`src/kti_ram.sv`:
```
// ----------------------------------------------------------------------------
// kti_ram
// simple dual port ram, one write port, one registered read port
// ----------------------------------------------------------------------------
module kti_ram #(
  parameter int WIDTH = 32,
  parameter int DEPTH = 64
) (
  input  logic                     clk,
  input  logic                     we,
  input  logic [$clog2(DEPTH)-1:0] waddr,
  input  logic [WIDTH-1:0]         wdata,
  input  logic [$clog2(DEPTH)-1:0] raddr,
  output logic [WIDTH-1:0]         rdata
);

  logic [WIDTH-1:0] mem [DEPTH];

  always_ff @(posedge clk) begin
    if (we) begin
      mem[waddr] <= wdata;
    end
    rdata <= mem[raddr];
  end

endmodule

```
`config.mk`:
```
export PLATFORM = sky130hd
export DESIGN_NAME = kti_ram
export DESIGN_NICKNAME = d
export VERILOG_FILES = /design/src/kti_ram.sv
export SDC_FILE = /design/constraint.sdc
export NUM_CORES = 2
export LEC_CHECK = 0
export ABC_CLOCK_PERIOD_IN_PS = 4340
export BUFFER_PORTS_ARGS = -buffer_cell sky130_fd_sc_hd__buf_2
export CAP_MARGIN = 20
export CORE_ASPECT_RATIO = 1.25
export CORE_MARGIN = 2
export CORE_UTILIZATION = 55
export CTS_CLUSTER_DIAMETER = 120
export DETAILED_ROUTE_END_ITERATION = 16
export PLACE_DENSITY = 0.76
export SETUP_SLACK_MARGIN = 0.3
export SYNTH_ARGS = -nofsm -noshare
export SYNTH_HDL_FRONTEND = slang
export SYNTH_SLANG_ARGS = --single-unit
```
`constraint.sdc`:
```
create_clock -name clk -period 4.34 [get_ports clk]
set_clock_uncertainty 0.05 [all_clocks]
set_input_delay 1.085 -clock clk [delete_from_list [all_inputs] [get_ports clk]]
set_output_delay 1.085 -clock clk [all_outputs]
set_load 0.02 [all_outputs]
```
-- After elaboration in Yosys (flattened, before gate mapping)
Memories as Yosys holds them, arrays and structs flattened. A register that Yosys moved wholly into a read port is not among the register bits.
Index checks and enable logic that the tools add are counted.
- bits in registers: 0
- latch bits: 0
- bits in writable memories: 2048
- ROM bits: 0
- bits of input ports: 46
- output and inout bits: 32
- word-level logic and storage cells: 3
- memories: 1
- memories (memory ; words ; bits a word ; read ports ; clocked after Yosys merged registers in ; write ports ; RTL line ; text):
    mem ; 64 ; 32 ; 1 ; 1 ; 1 ; 17 ; logic [WIDTH-1:0] mem [DEPTH];
- add/subtract/negate cells: 0
- multipliers: 0
- divide/modulo/power cells: 0
- order comparisons: 0
- eq/ne operators: 0
- shift operators: 0
- muxes and demuxes: 2
- bitwise gates (word level): 0
- reductions and logical operators: 0
- operators by type and width (operator ; number):
    $mux W1 ; 2

-- Depth between registers and ports, before layout
- word-level depth: 2
- gate-level depth with buffers: 10
- mapped depth without buffers: 5

-- Worst setup path before layout
No wires, ideal clock.
- path type: input -> register
- start point: input waddr[3]
- end point: memory mem[48][0], enable pin
- library setup time: 0.461 ns
- arrival time: 3.784 ns
- required time: 3.829 ns
- path slack: 0.045 ns
- stages on the path: 4
- path buffers: 1
- path through: clkbuf_1 nor2b_1 nand4b_1 nor3_1
- RTL lines (what ; RTL line ; text):
    from (decl) ; 11 ; input logic [$clog2(DEPTH)-1:0] waddr,
    to (decl) ; 17 ;
No word-level cell before the write port.

==> results.json <==
{
  "ant_nets": 0,
  "slowest_delay_ns": 0.73,
  "drt-total-wl_um": 200000,
  "tns_ns": 0,
  "setup_viol": 0,
  "gr-total-overflow": 0,
  "syn2layout_area_growth_pct": 13.9,
  "die_x_um": 342,
  "htreeDepth": 4,
  "worstPathCellList": "buf_8 -> buf_12 -> buf_4 -> mux4_2 -> mux4_2 -> o22ai_1 -> nor2_1",
  "vias": 38300,
  "grt_pass1_vias": 39100,
  "worstSkewPairLatency_ns": 0.83,
  "wl_per_cell_um": 35.3,
  "yosysWarnings": 0,
  "p_sw_w": 0.00865,
  "multi_input_area_mm2": 0.0160,
  "crit_top_cell": "mux4_2",
  "path_clk_slew_ns": 0.06,
  "p_leak_nw": 28.0,
  "yosysUniqueCellTypes": 34,
  "cts-root-buf": "clkbuf_16",
  "p_int_w": 0.0320,
  "required_ns": 4.97,
  "max-clock-path-buffers": 3,
  "grt_antenna_before_repair": 14,
  "fin_crit_sh": 0.785,
  "async_reset_ff_frac": 0,
  "grt_pass1_wl_um": 284000,
  "tightestPinTransition_ns": 1.15,
  "synth_edf_count": 2048,
  "hold_class": "input port to flip-flop",
  "preCtsSetupSlack_ns": 0.0613,
  "cts_setup_buffers": 0,
  "final_nets": 3664,
  "end_kind": "flip-flop",
  "grt_max_degree": 69,
  "cts_buffers": 184,
  "dp_hpwl_um": 108000,
  "crit_fanout": 38,
  "seqCellArea_mm2": 0.0621,
  "maxSlewViolCount": 0,
  "port_buffers": 77,
  "setup_ws_ns": 0.935,
  "peakVddDrop_v": 0.000486,
  "holdWs_ns": 0.467,
  "routabilityCongestion": 0.786,
  "crit_family": "buffers and inverters",
  "switching_share": 0.213,
  "final.min_clock_period_ns": 3.41,
  "netlist_area_mm2": 0.0785,
  "rows": 155,
  "cp.arrival_ns": 4.03,
  "drive_above_1_share": 0.312,
  "slowest_stage": "o22ai_1",
  "dr.first_iter.drc_count": 5855,
  "pwr-share-comb": 0.053,
  "clock-sinks": 2080,
  "place_inst": 5290,
  "max_freq_mhz": 294,
  "clkPwrFrac": 0.398,
  "fp.coreArea_mm2": 0.142,
  "fp.dieH_um": 426,
  "synth_nets": 3370,
  "cap_violations": 0,
  "vias_per_cell": 6.76,
  "path_class": "input port to flip-flop",
  "hold_violations": 0,
  "powerDensity_mw_per_mm2": 455,
  "status": "completed",
  "first_pass_iters": 5,
  "ys.flop_type": "edfxtp_1",
  "holdBufCountCts": 0,
  "yosysSeqAreaShare": 0.791,
  "dieArea_mm2": 0.146,
  "grt_setup_unrepaired": "false",
  "ys_ff_latch": 2080,
  "start_kind": "input port",
  "synth_area_per_cell_um2": 23.6,
  "seqPwrFrac": 0.549,
  "n_fill_cell": 9004,
  "crit_buf_inv": 3,
  "fin_cells": 5667,
  "grt_usage": 0.279,
  "cts_tree": "done",
  "slew_headroom": 0.235,
  "drcViolationCount": 0,
  "io_pins": 78,
  "cts.repair.resized": 0,
  "postSynthCellCount": 3324,
  "start_util": 0.552
}
## metrics by stage
| step | util | instance area, um^2 | total power [W] |
|---|---|---|---|
| final | 0.628 | 89500 | 0.0407 |
| after global routing | 0.628 | 89400 | 0.0416 |
| after CTS | 0.625 | 88900 | 0.0408 |
| after detailed placement | 0.583 | 82900 | 0.0248 |
| after global placement | 0.583 | 82900 | 0.0248 |
| after floorplan | - | 78500 | 0.0238 |
## path summary, 6_finish.rpt
path                          from                    to  slack [ns]  depth (start not counted)
max                       raddr[0]     rdata[11]$_DFF_P_        0.93                          7
min                      wdata[18]  mem[3][18]$_DFFE_PP_        0.47                          1
max reg2reg  mem[31][21]$_DFFE_PP_     rdata[21]$_DFF_P_        1.93                          4
min reg2reg   mem[12][8]$_DFFE_PP_      rdata[8]$_DFF_P_        0.76                          4
## power groups by stage
stage / combinational (W) / sequential, W / clock [W]
after floorplan: 0.00108 / 0.0228 / 0
after global placement: 0.00201 / 0.0228 / 0
after global routing: 0.00224 / 0.0223 / 0.0171
after CTS: 0.00208 / 0.0223 / 0.0163
after detailed placement: 0.00206 / 0.0228 / 0
final: 0.00214 / 0.0223 / 0.0162
## cells in the final DEF (no fill, tap or decap), types with 5 or more instances in the layout
| master | n |
|---|---|
| o221ai_1 | 27 |
| clkinv_4 | 6 |
| o22ai_1 | 84 |
| buf_12 | 76 |
| edfxtp_1 | 2048 |
| bufinv_16 | 15 |
| mux4_2 | 544 |
| diode_2 | 7 |
| clkinvlp_4 | 5 |
| nand2b_1 | 7 |
| clkbuf_8 | 8 |
| nor2_4 | 62 |
| buf_4 | 138 |
| mux2i_1 | 93 |
| buf_2 | 73 |
| nand3b_1 | 5 |
| a311oi_1 | 8 |
| nor3_1 | 5 |
| a21oi_1 | 62 |
| dfxtp_1 | 32 |
| clkbuf_1 | 45 |
| a22oi_1 | 12 |
| clkinv_2 | 42 |
| nand2_1 | 26 |
| clkinv_1 | 25 |
| nor2b_1 | 15 |
| nand3_1 | 5 |
| nor2_1 | 75 |
| clkbuf_16 | 186 |
## worst reg2reg max path: cells and delay by family (launching register included)
family             cells  cell delay [ns]
muxes                  2             1.05
AOI/OAI and AO/OA      1             0.52
DFF                    1             0.37
and+or+nand+nor        1             0.26
## per-layer routing
layer | vias up | GRT usage | part of all wire
met3 | 461 | 0.0568 | 0.11
met2 | 2738 | 0.455 | 0.49
met5 | - | 0 | 0.00023
met4 | 8 | 0.115 | 0.047
li1 | 14800 | - | -
met1 | 20200 | 0.373 | 0.35
## flip-flops by register name, indices dropped and copies added (netlist names)
name and count:
mem 2048, rdata 32
## cell usage after synthesis (21+ instances only)
library cell,number,area (um^2)
dfxtp_1,32,641
edfxtp_1,2048,61500
mux2i_1,93,931
nand2_1,26,97.6
a21oi_1,62,310
buf_1,21,78.8
nor2_1,137,514
o22ai_1,84,526
mux4_2,544,12300
clkbuf_1,74,278
buf_2,57,285
o221ai_1,27,236
buf_4,25,188
## kinds of logic after synthesis
family                 share of synthesized area
multiplexers                               0.168
flip-flops                                 0.791
AND/OR/NAND/NOR                           0.0127
AO/OA/AOI/OAI                             0.0167
buffers and inverters                     0.0113
## cell type report
class,instances,area share
Antenna cell,7,0.000196
Timing Repair Buffer,290,0.0332
Tap cell,1884,0.0264
Multi-Input combinational cell,1062,0.179
Clock buffer,239,0.0552
Clock inverter,105,0.0118
Sequential cell,2080,0.695
Note: power is estimated with default switching activity, not from simulation.
