### src/kti_pkg.sv
// ----------------------------------------------------------------------------
// kti_pkg
// shared codes, widths and helpers of the knot table interpolator
// ----------------------------------------------------------------------------
package kti_pkg;

  localparam int QUOT_W = 31;   // fraction t in q1.30, up to and including 1.0

  localparam logic       CMD_LOAD  = 1'b0;
  localparam logic       CMD_QUERY = 1'b1;

  localparam logic [1:0] MODE_STEP       = 2'd0;
  localparam logic [1:0] MODE_LINEAR     = 2'd1;
  localparam logic [1:0] MODE_SPLINE     = 2'd2;
  localparam logic [1:0] MODE_LINEAR_ALT = 2'd3;   // spare code, runs as linear

  localparam logic [1:0] CFG_MODE   = 2'd0;
  localparam logic [1:0] CFG_KNOTS  = 2'd1;
  localparam logic [1:0] CFG_SERIES = 2'd2;
  localparam logic [1:0] CFG_SPARE  = 2'd3;

  // search phase: what the position just read means
  typedef enum logic [2:0] {
    PH_START = 3'd0,
    PH_UP    = 3'd1,
    PH_UPEND = 3'd2,
    PH_DOWN  = 3'd3,
    PH_DNEND = 3'd4,
    PH_BIS   = 3'd5
  } phase_t;

  // multiplier steps of one segment evaluation
  typedef enum logic [2:0] {
    MS_DYT = 3'd0,
    MS_K0H = 3'd1,
    MS_K1H = 3'd2,
    MS_AU  = 3'd3,
    MS_BT  = 3'd4,
    MS_TU  = 3'd5,
    MS_MW  = 3'd6
  } mstep_t;

  function automatic logic signed [31:0] sat32(input logic signed [39:0] v);
    logic signed [31:0] r;
    if (v > 40'sd2147483647) begin
      r = 32'sh7FFFFFFF;
    end else if (v < -40'sd2147483648) begin
      r = 32'sh80000000;
    end else begin
      r = v[31:0];
    end
    return r;
  endfunction

endpackage

### src/kti_div.sv
// ----------------------------------------------------------------------------
// kti_div
// restoring divider, one quotient bit per cycle, for num <= den
// ----------------------------------------------------------------------------
module kti_div (
  input  logic                       clk,
  input  logic                       rst,
  input  logic                       start,
  input  logic [32:0]                num,
  input  logic [32:0]                den,
  output logic [kti_pkg::QUOT_W-1:0] quot,
  output logic                       done
);

  logic        busy;
  logic [34:0] rem;
  logic [32:0] den_r;
  logic [4:0]  cnt;
  logic        ge;
  logic [34:0] rem_s;

  assign ge    = rem >= {2'b00, den_r};
  assign rem_s = ge ? rem - {2'b00, den_r} : rem;

  always_ff @(posedge clk) begin
    if (rst) begin
      busy <= 1'b0;
      done <= 1'b0;
    end else begin
      done <= 1'b0;
      if (start) begin
        busy <= 1'b1;
      end else if (busy && cnt == 5'(kti_pkg::QUOT_W - 1)) begin
        busy <= 1'b0;
        done <= 1'b1;
      end
    end
  end

  always_ff @(posedge clk) begin
    if (start) begin
      rem   <= {2'b00, num};
      den_r <= den;
      cnt   <= '0;
    end else if (busy) begin
      rem  <= {rem_s[33:0], 1'b0};
      quot <= {quot[kti_pkg::QUOT_W-2:0], ge};
      cnt  <= cnt + 5'd1;
    end
  end

endmodule

### config.mk
export PLATFORM = sky130hd
export DESIGN_NAME = kti_div
export DESIGN_NICKNAME = d
export VERILOG_FILES = /design/src/kti_pkg.sv /design/src/kti_div.sv
export SDC_FILE = /design/constraint.sdc
export NUM_CORES = 1
export LEC_CHECK = 0
export BUFFER_PORTS_ARGS = -buffer_cell sky130_fd_sc_hd__buf_2
export CORE_MARGIN = 2
export CORE_UTILIZATION = 30
export CTS_CLUSTER_SIZE = 30
export DETAILED_ROUTE_END_ITERATION = 8
export GPL_TIMING_DRIVEN = 0
export HOLD_SLACK_MARGIN = 0.12
export PLACE_DENSITY = 0.56
export REMOVE_ABC_BUFFERS = 1
export SKIP_LAST_GASP = 1
export SLEW_MARGIN = 20
export SYNTH_ARGS = -nofsm -noshare
export SYNTH_HDL_FRONTEND = slang
export SYNTH_SLANG_ARGS = --single-unit
### constraint.sdc
create_clock -name clk -period 2.8 [get_ports clk]
set_clock_uncertainty 0.1 [all_clocks]
set_input_delay 0.14 -clock clk [delete_from_list [all_inputs] [get_ports clk]]
set_output_delay 0.14 -clock clk [all_outputs]
set_load 0.02 [all_outputs]
**Word level (Yosys, flattened, before mapping)**

Cells that the tools add are included.

- Register bits: 106
- Output and inout bits: 32
- Word-level logic and storage cells: 23

- Add/sub/neg operators: 2
- Magnitude comparators: 1
- Equality and inequality tests: 1
- Muxes and demuxes: 6
- Bitwise gates (word level): 1
- Reductions and logical operators: 5

Operators by type and width:

| kind | count |
|---|---|
| $mux 33 | 2 |
| $ge 35x33->1 | 1 |
| $mux 34 | 1 |
| $sub 34x33->34 | 1 |
| $add 5x1->5 const B | 1 |
| $eq 5x5->1 const B | 1 |
| $reduce_bool 2->1 | 2 |
| $mux 1 | 3 |
| $reduce_and 2->1 | 1 |
| $reduce_or 2->1 | 1 |
| $logic_and 1x1->1 | 1 |
| $not 1->1 | 1 |

**Logic depth before layout (Yosys ltp)**

Gate-level depths: netlist of run 1.

- Depth after elaboration: 4
- Gate-level depth with buffers: 16
- Gate-level depth less buffers: 11

**Worst setup path before layout of run 1**

No wires, ideal clock.

- Path type: register -> register
- Start point: register rem[4]
- End point: register rem[1], data pin
- Setup time: 0.260 ns
- Data arrival time: 2.490 ns
- Setup slack: -0.049 ns
- Cell stages (with the launch flop): 12
- Buffers on the path: 2
- Path through: edfxtp_1 -> ha_1 -> a21o_1 -> a211o_1 -> o21ai_1 -> a211oi_4 -> o211ai_4 -> and2_4 -> buf_6 -> buf_6 -> o21ai_0 -> mux2_2

- Cells in the longest elaborated chain, start to end: 4

RTL lines:

| item | line | RTL |
|---|---|---|
| from (decl) | kti_div.sv:16 | `logic [34:0] rem;` |
| from (signal assigned) | kti_div.sv:42 | `rem <= {2'b00, num};` |
| from (signal assigned) | kti_div.sv:46 | `rem <= {rem_s[33:0], 1'b0};` |
| $ge 35x33->1 | kti_div.sv:22 | `assign ge = rem >= {2'b00, den_r};` |
| $mux 34 | kti_div.sv:23 | `assign rem_s = ge ? rem - {2'b00, den_r} : rem;` |
| $mux 33 | kti_div.sv:45 | `end else if (busy) begin` |
| $mux 33 | kti_div.sv:41 | `if (start) begin` |

Every way passes these cells. The select of a mux whose other input is x is not followed.
A chain may end at the register's enable or synchronous reset.

**Worst setup path in the final report of run 1**

- Start point: register rem[4]
- End point: register rem[2], data pin

Same word-level chain as after synthesis.

==> impl_results.md, run 1 <==
- Fmax: 354 MHz
- First-pass DRT Iterations: 5
- Finished Layout Cells: 1,046
- Minimum clock period: 2.82 ns
- First-pass GRT wire length: 25.3 mm
- Die height: 146 um
- Slew Viols, Final: 0
- Register area: 3090 sq um
- Power per cell area: 794 nW/um^2
- Synth warn: 0
- I/O pin count: 101
- CTS tree: yes
- Slew HR: 42.9%
- Most frequent cells in the layout: buf_2 (99), edfxtp_1 (97), dlygate4sd3_1 (66)
- Worst skew pair latency: 0.36 ns
- CP max stage delay: 0.43 ns
- CP required: 2.81 ns
- Clk buf depth: 2
- Failing checks: setup timing
- Via count: 5,046
- Flops & latches, synth: 106
- Post-synth EDFFs: 97
- CP cell instances: ha_4, a21o_1, a211o_1, o21ai_4, a211oi_4, o211ai_4, and2_4, buf_4, o21ai_2, mux2_2
- Hold WS: 0.139 ns
- Max Cap Violations: 0
- Leak: 3.45 nW
- Worst VDD drop: 0.000355 V
- Largest net degree at the start of global routing: 66
- Run status: finished with violations
- Grt total ovfl: 0
- Mapped Cells: 580
- All-Layer GR Usage: 14.9%
- Asr flop ratio synth: 0%
- Gp weighted congestion: 0.830
- Footprint of the multi-input gates: 3170 sq um
- Die Footprint: 21,200 sq um
- Rows: 51
- CTS buffer count: 9
- Net count, final: 881
- Slowest CP cell: edfxtp_1
- Initial antenna violation count: 0
- Hold WC Path Type: in2reg
- Share of layout cells above drive strength 1: 31.9%
- Setup TNS: -0.0475 ns
- Vias per inst: 4.82
- Iteration-0 DRC count of the detailed router: 262
- Antenna-violating nets left: 0
- Distinct cells, synth: 64
- Tcrit/Tclk final: 101%
- Hold Fails Final Rpt: 0
- Detailed Route WL: 16.1 mm
- Max H-tree Level: 3
- RSZ-0062 raised after global routing: yes
- Total power: 6.87 mW
- Kind of critical path: reg2reg
- Number of port buffers: 100
- Slew @ Worst Pin: 0.857 ns
- Clk slew on worst S/H paths: 0.07 ns
- TritonCTS Sinks: 106
- Final WS setup: -0.0227 ns
- DR WL/cell: 15.4 um
- CP max FO: 7
- Final setup viols: 3
- Primary FF master, synth: edfxtp_1
- CORE AREA: 19,600 sq um
- Critical path endpoint category: flop
- DIE WIDTH: 146 um
- Number of global-route vias before repair: 4,986
- Final-layout fill cell count: 1,853
- Initial Utilization: 30.7%
- Detailed placement HPWL: 9.91 mm
- Post-route DRC violation count: 0
- Clock Tree Root: clkbuf_16
- Diodes inserted: 0
- Syn Area/Cell: 10.4 sq um
- Inst Count DP: 922
- Synthesized cell area: 6020 sq um
- Seq/Total Area, Yosys: 51.4%
- Area Overhead vs Synth: 43.7%
- Crit path DAT: 2.83 ns
- Crit path launch type: flop
- Most common cell after layout, fill and taps aside: buf_2
cell usage after synthesis, types with 4 or more instances:
| master | instances | area (sq um) |
|---|---|---|
| nand2_1 | 69 | 259 |
| a31oi_1 | 20 | 125 |
| a21o_1 | 10 | 75.1 |
| a2bb2oi_1 | 6 | 52.6 |
| mux2i_1 | 6 | 60.1 |
| nor2_1 | 42 | 158 |
| clkbuf_1 | 8 | 30.0 |
| xor2_1 | 7 | 61.3 |
| dfxtp_1 | 9 | 180 |
| nor3_1 | 8 | 40.0 |
| nand2b_1 | 7 | 43.8 |
| o21ai_0 | 27 | 135 |
| buf_2 | 7 | 35.0 |
| o211ai_1 | 4 | 30.0 |
| ha_1 | 35 | 438 |
| and3_1 | 4 | 25.0 |
| nand4_1 | 9 | 56.3 |
| a21oi_1 | 47 | 235 |
| a211oi_1 | 9 | 67.6 |
| nand3_1 | 19 | 95.1 |
| edfxtp_1 | 97 | 2910 |
| inv_1 | 53 | 199 |
| xnor2_1 | 18 | 158 |
what timing repair did:
action,4_1_cts,5_1_grt
setup buffers,18,21
resized for setup,73,58
endpoints found under the hold margin,67,0
hold buffers,66,0
cloned,2,1
pin swaps,28,32
setup endpoints to repair,35,34
metrics by stage:
stage	setup WS [ns]	utilization, %	cell area, sq um
after floorplan	-0.0754	-	5870
after global placement	-0.796	34.2	6700
after detailed placement	-0.683	34.3	6730
after CTS	-0.00353	41.8	8180
after global routing	-0.124	44.2	8650
final	-0.0227	44.2	8650
worst max-delay path: cells and delay by family, from the launching register on:
kind | cells | cell delay, ns
multiplexers | 1 | 0.26
flip-flops | 1 | 0.43
buffers and inverters | 1 | 0.15
adder cells (fa/ha/maj) | 1 | 0.26
AO/OA/AOI/OAI | 6 | 1.08
AND/OR/NAND/NOR | 1 | 0.30
kinds of logic (layout without fill, tap and decap cells):
kind of cell             after synthesis  count (layout)  synth area share (%)
AO/OA/AOI/OAI                        151             151                  16.4
XOR/XNOR                              25              25                  3.64
adder cells (fa/ha/maj)               36              36                  7.61
buffers and inverters                 79             279                  6.07
flip-flops                           106             106                  51.4
multiplexers                           9               9                  1.56
AND/OR/NAND/NOR                      174             175                  13.3
where the power goes:
group | switching, mW | internal, mW | total, mW
Clock | 0.577 | 0.624 | 1.20
Sequential | 0.154 | 2.00 | 2.15
Combinational | 1.89 | 1.62 | 3.51
routing by layer:
metal  track usage (%)  part of all wire (%)  up-vias
met2              24.1                    46      115
li1                  -                     -     2496
met1              19.9                    48     2420
met3              3.10                   4.2       15
met4              4.85                   1.4        0
met5                 0                     0        -
sequential cells by signal (all words and copies together), names as in the netlist:
register,count
rem,35
busy,1
quot,31
den_r,33
done,1
cnt,5
layout make-up:
cell class	instances	area share [%]
multi-input combinational	396	36.7
sequential	106	35.8
timing repair buffer	206	17.6
tap	265	3.83
clock buffer	13	2.89
inverter	55	2.53
timing repair inverter	2	0.477
clock inverter	3	0.174
final timing paths:
kind | from | end | slack (ns) | depth (start not counted)
max reg2reg | rem[4]$_DFFE_PP_ | rem[2]$_DFFE_PP_ | -0.02 | 10
min | num[27] | rem[27]$_DFFE_PP_ | 0.14 | 3
max | rem[4]$_DFFE_PP_ | rem[2]$_DFFE_PP_ | -0.02 | 10
min reg2reg | quot[15]$_DFFE_PP_ | quot[16]$_DFFE_PP_ | 0.35 | 0
Note: power is estimated with default switching activity, not from simulation.
==> run 2: changes to the inputs <==
--- a/config.mk
+++ b/config.mk
@@ -7,12 +7,12 @@
 export LEC_CHECK = 0
 export BUFFER_PORTS_ARGS = -buffer_cell sky130_fd_sc_hd__buf_2
 export CORE_MARGIN = 2
-export CORE_UTILIZATION = 30
+export CORE_UTILIZATION = 51
 export CTS_CLUSTER_SIZE = 30
 export DETAILED_ROUTE_END_ITERATION = 8
 export GPL_TIMING_DRIVEN = 0
 export HOLD_SLACK_MARGIN = 0.12
-export PLACE_DENSITY = 0.56
+export PLACE_DENSITY = 0.82
 export REMOVE_ABC_BUFFERS = 1
 export SKIP_LAST_GASP = 1
 export SLEW_MARGIN = 20
==> run 2 against run 1 <==
  * The flow still finishes with violations (setup timing)
  * Combinational power grew 5%
  * Die area fell by 40%
  * Maximum frequency shrank 5.4%
  * Final cell count down 11%
  * Sequential share of layout area is 0.55 points higher
  * Register-to-register slack lost 0.16 ns
  * Largest power group unchanged
  * Global-route usage up 12 points
==> impl_results.md, run 2 (synthesized netlist as in run 1, its figures left out) <==
- Post-route DRC violation count: 0
- Initial antenna violation count: 0
- Run status: finished with violations
- Critical path endpoint category: flop
- Detailed placement HPWL: 9.43 mm
- Final Cell Area: 8520 sq um
- Failing checks: setup timing
- Rows: 39
- Iteration-0 DRC count of the detailed router: 490
- Slew HR: 40.7%
- Antenna-violating nets left: 0
- Number of global-route vias before repair: 5,427
- Grt total ovfl: 0
- Worst skew pair latency: 0.36 ns
- Vias per inst: 5.89
- Hold Fails Final Rpt: 0
- Fmax: 335 MHz
- Diodes inserted: 0
- Largest regs: rem x35, den_r x33, quot x31
- Most frequent cells in the layout: buf_2 (99), edfxtp_1 (97), dlygate4sd3_1 (66)
- CP cell instances: ha_2, nand2_2, a211oi_2, o21ai_4, a211oi_4, o211ai_4, and2_4, buf_8, a21oi_2, a21oi_1
- Die height: 113 um
- Kind of critical path: reg2reg
- Max reg flops: 35
- Slew @ Worst Pin: 0.888 ns
- Slew Viols, Final: 0
- Tcrit/Tclk final: 107%
- Initial Utilization: 52.5%
- Slowest CP cell: ha_2
- Clock Tree Root: clkbuf_16
- RSZ-0062 raised after global routing: yes
- Clk slew on worst S/H paths: 0.07 ns
- Hold WC Path Type: in2reg
- CTS buffer count: 9
- Net count, final: 884
- Power per cell area: 837 nW/um^2
- DIE WIDTH: 113 um
- Top reg by flops: rem
- Gp weighted congestion: 0.893
- Area Overhead vs Synth: 41.5%
- First-pass DRT Iterations: 6
- I/O pin count: 101
- Leak: 3.46 nW
- Number of port buffers: 100
- CP max FO: 7
- Crit path launch type: flop
- CP required: 2.75 ns
- All-Layer GR Usage: 26.5%
- Detailed Route WL: 17.7 mm
- TritonCTS Sinks: 106
- Worst VDD drop: 0.000790 V
- Final WS setup: -0.183 ns
- Crit path DAT: 2.93 ns
- Max H-tree Level: 3
- DR WL/cell: 19.0 um
- CORE AREA: 11,500 sq um
- Final setup viols: 35
- Largest net degree at the start of global routing: 66
- First-pass GRT wire length: 26.5 mm
- CTS tree: yes
- Share of layout cells above drive strength 1: 33.0%
- Via count: 5,458
- Total power: 7.13 mW
- Die Footprint: 12,700 sq um
- Post-DP Area: 6580 sq um
- Clk buf depth: 2
- Minimum clock period: 2.98 ns
- CP max stage delay: 0.42 ns
- Max Cap Violations: 0
- Most common cell after layout, fill and taps aside: buf_2
-- run 2: critical path, delay by kind of cell (launching register included) --
family	cells	cell delay (ns)
AO/OA/AOI/OAI	6	1.20
flip-flops	1	0.39
buffers and inverters	1	0.16
adder cells (fa/ha/maj)	1	0.42
AND/OR/NAND/NOR	2	0.39
-- run 2: what timing repair did --
action / in CTS / in global routing
hold endpoints to repair: 67 / 0
hold buffers: 66 / 0
cloned: 4 / 1
gates resized for setup: 88 / 49
pin swaps: 35 / 29
setup buffers: 31 / 9
endpoints found under the setup margin: 35 / 35
-- run 2: worst paths after layout --
path              depth (start not counted)            endpoint  slack, ns                from
setup reg to reg                         10   rem[12]$_DFFE_PP_      -0.18    rem[7]$_DFFE_PP_
hold / removal                            3   rem[27]$_DFFE_PP_       0.14             num[27]
hold reg to reg                           0  quot[27]$_DFFE_PP_       0.35  quot[26]$_DFFE_PP_
setup / recovery                         10   rem[12]$_DFFE_PP_      -0.18    rem[7]$_DFFE_PP_
-- run 2: where the power goes --
part / total, mW / switching [mW] / leakage, nW / internal (mW)
Combinational: 3.70 / 2.08 / 2.31 / 1.61
Sequential: 2.16 / 0.157 / 1.01 / 2.00
Clock: 1.27 / 0.566 / 0.141 / 0.708
Total: 7.13 / 2.81 / 3.46 / 4.32
-- run 2: metrics by stage --
| stage | TNS (ns) | hold slack (ns) | worst slack [ns] | util [%] | std cells |
|---|---|---|---|---|---|
| finish | -3.76 | 0.142 | -0.183 | 74.3 | 927 |
| global route | -6.08 | 0.158 | -0.252 | 74.3 | 927 |
| CTS | -0.285 | 0.142 | -0.0325 | 71.8 | 917 |
| detailed placement | -17.31 | 0.218 | -0.648 | 57.3 | 800 |
| global placement | -29.07 | 0.212 | -0.619 | 57.1 | 799 |
| floorplan | -0.337 | 0.109 | -0.0754 | - | 556 |
-- run 2: layout make-up --
class                   instances  area [sq um]
repair buffers                207          1530
multi-input cells             397          3160
well taps                     143           179
repair inverters                3          41.3
clock inverters                 1          7.51
flip-flops and latches        106          3090
inverters                      55           219
clock buffers                  15           289
fillers                       733          2950
-- run 2: metal layers --
metal | routed length [um] | part of all wire, % | GRT usage, % | vias to the layer above
met2 | 8450 | 48 | 44.6 | 298
met3 | 1310 | 7.4 | 6.16 | 80
met5 | 0 | 0 | 0 | -
met4 | 836 | 4.7 | 11.2 | 0
li1 | - | - | - | 2499
met1 | 7050 | 40 | 32.8 | 2581
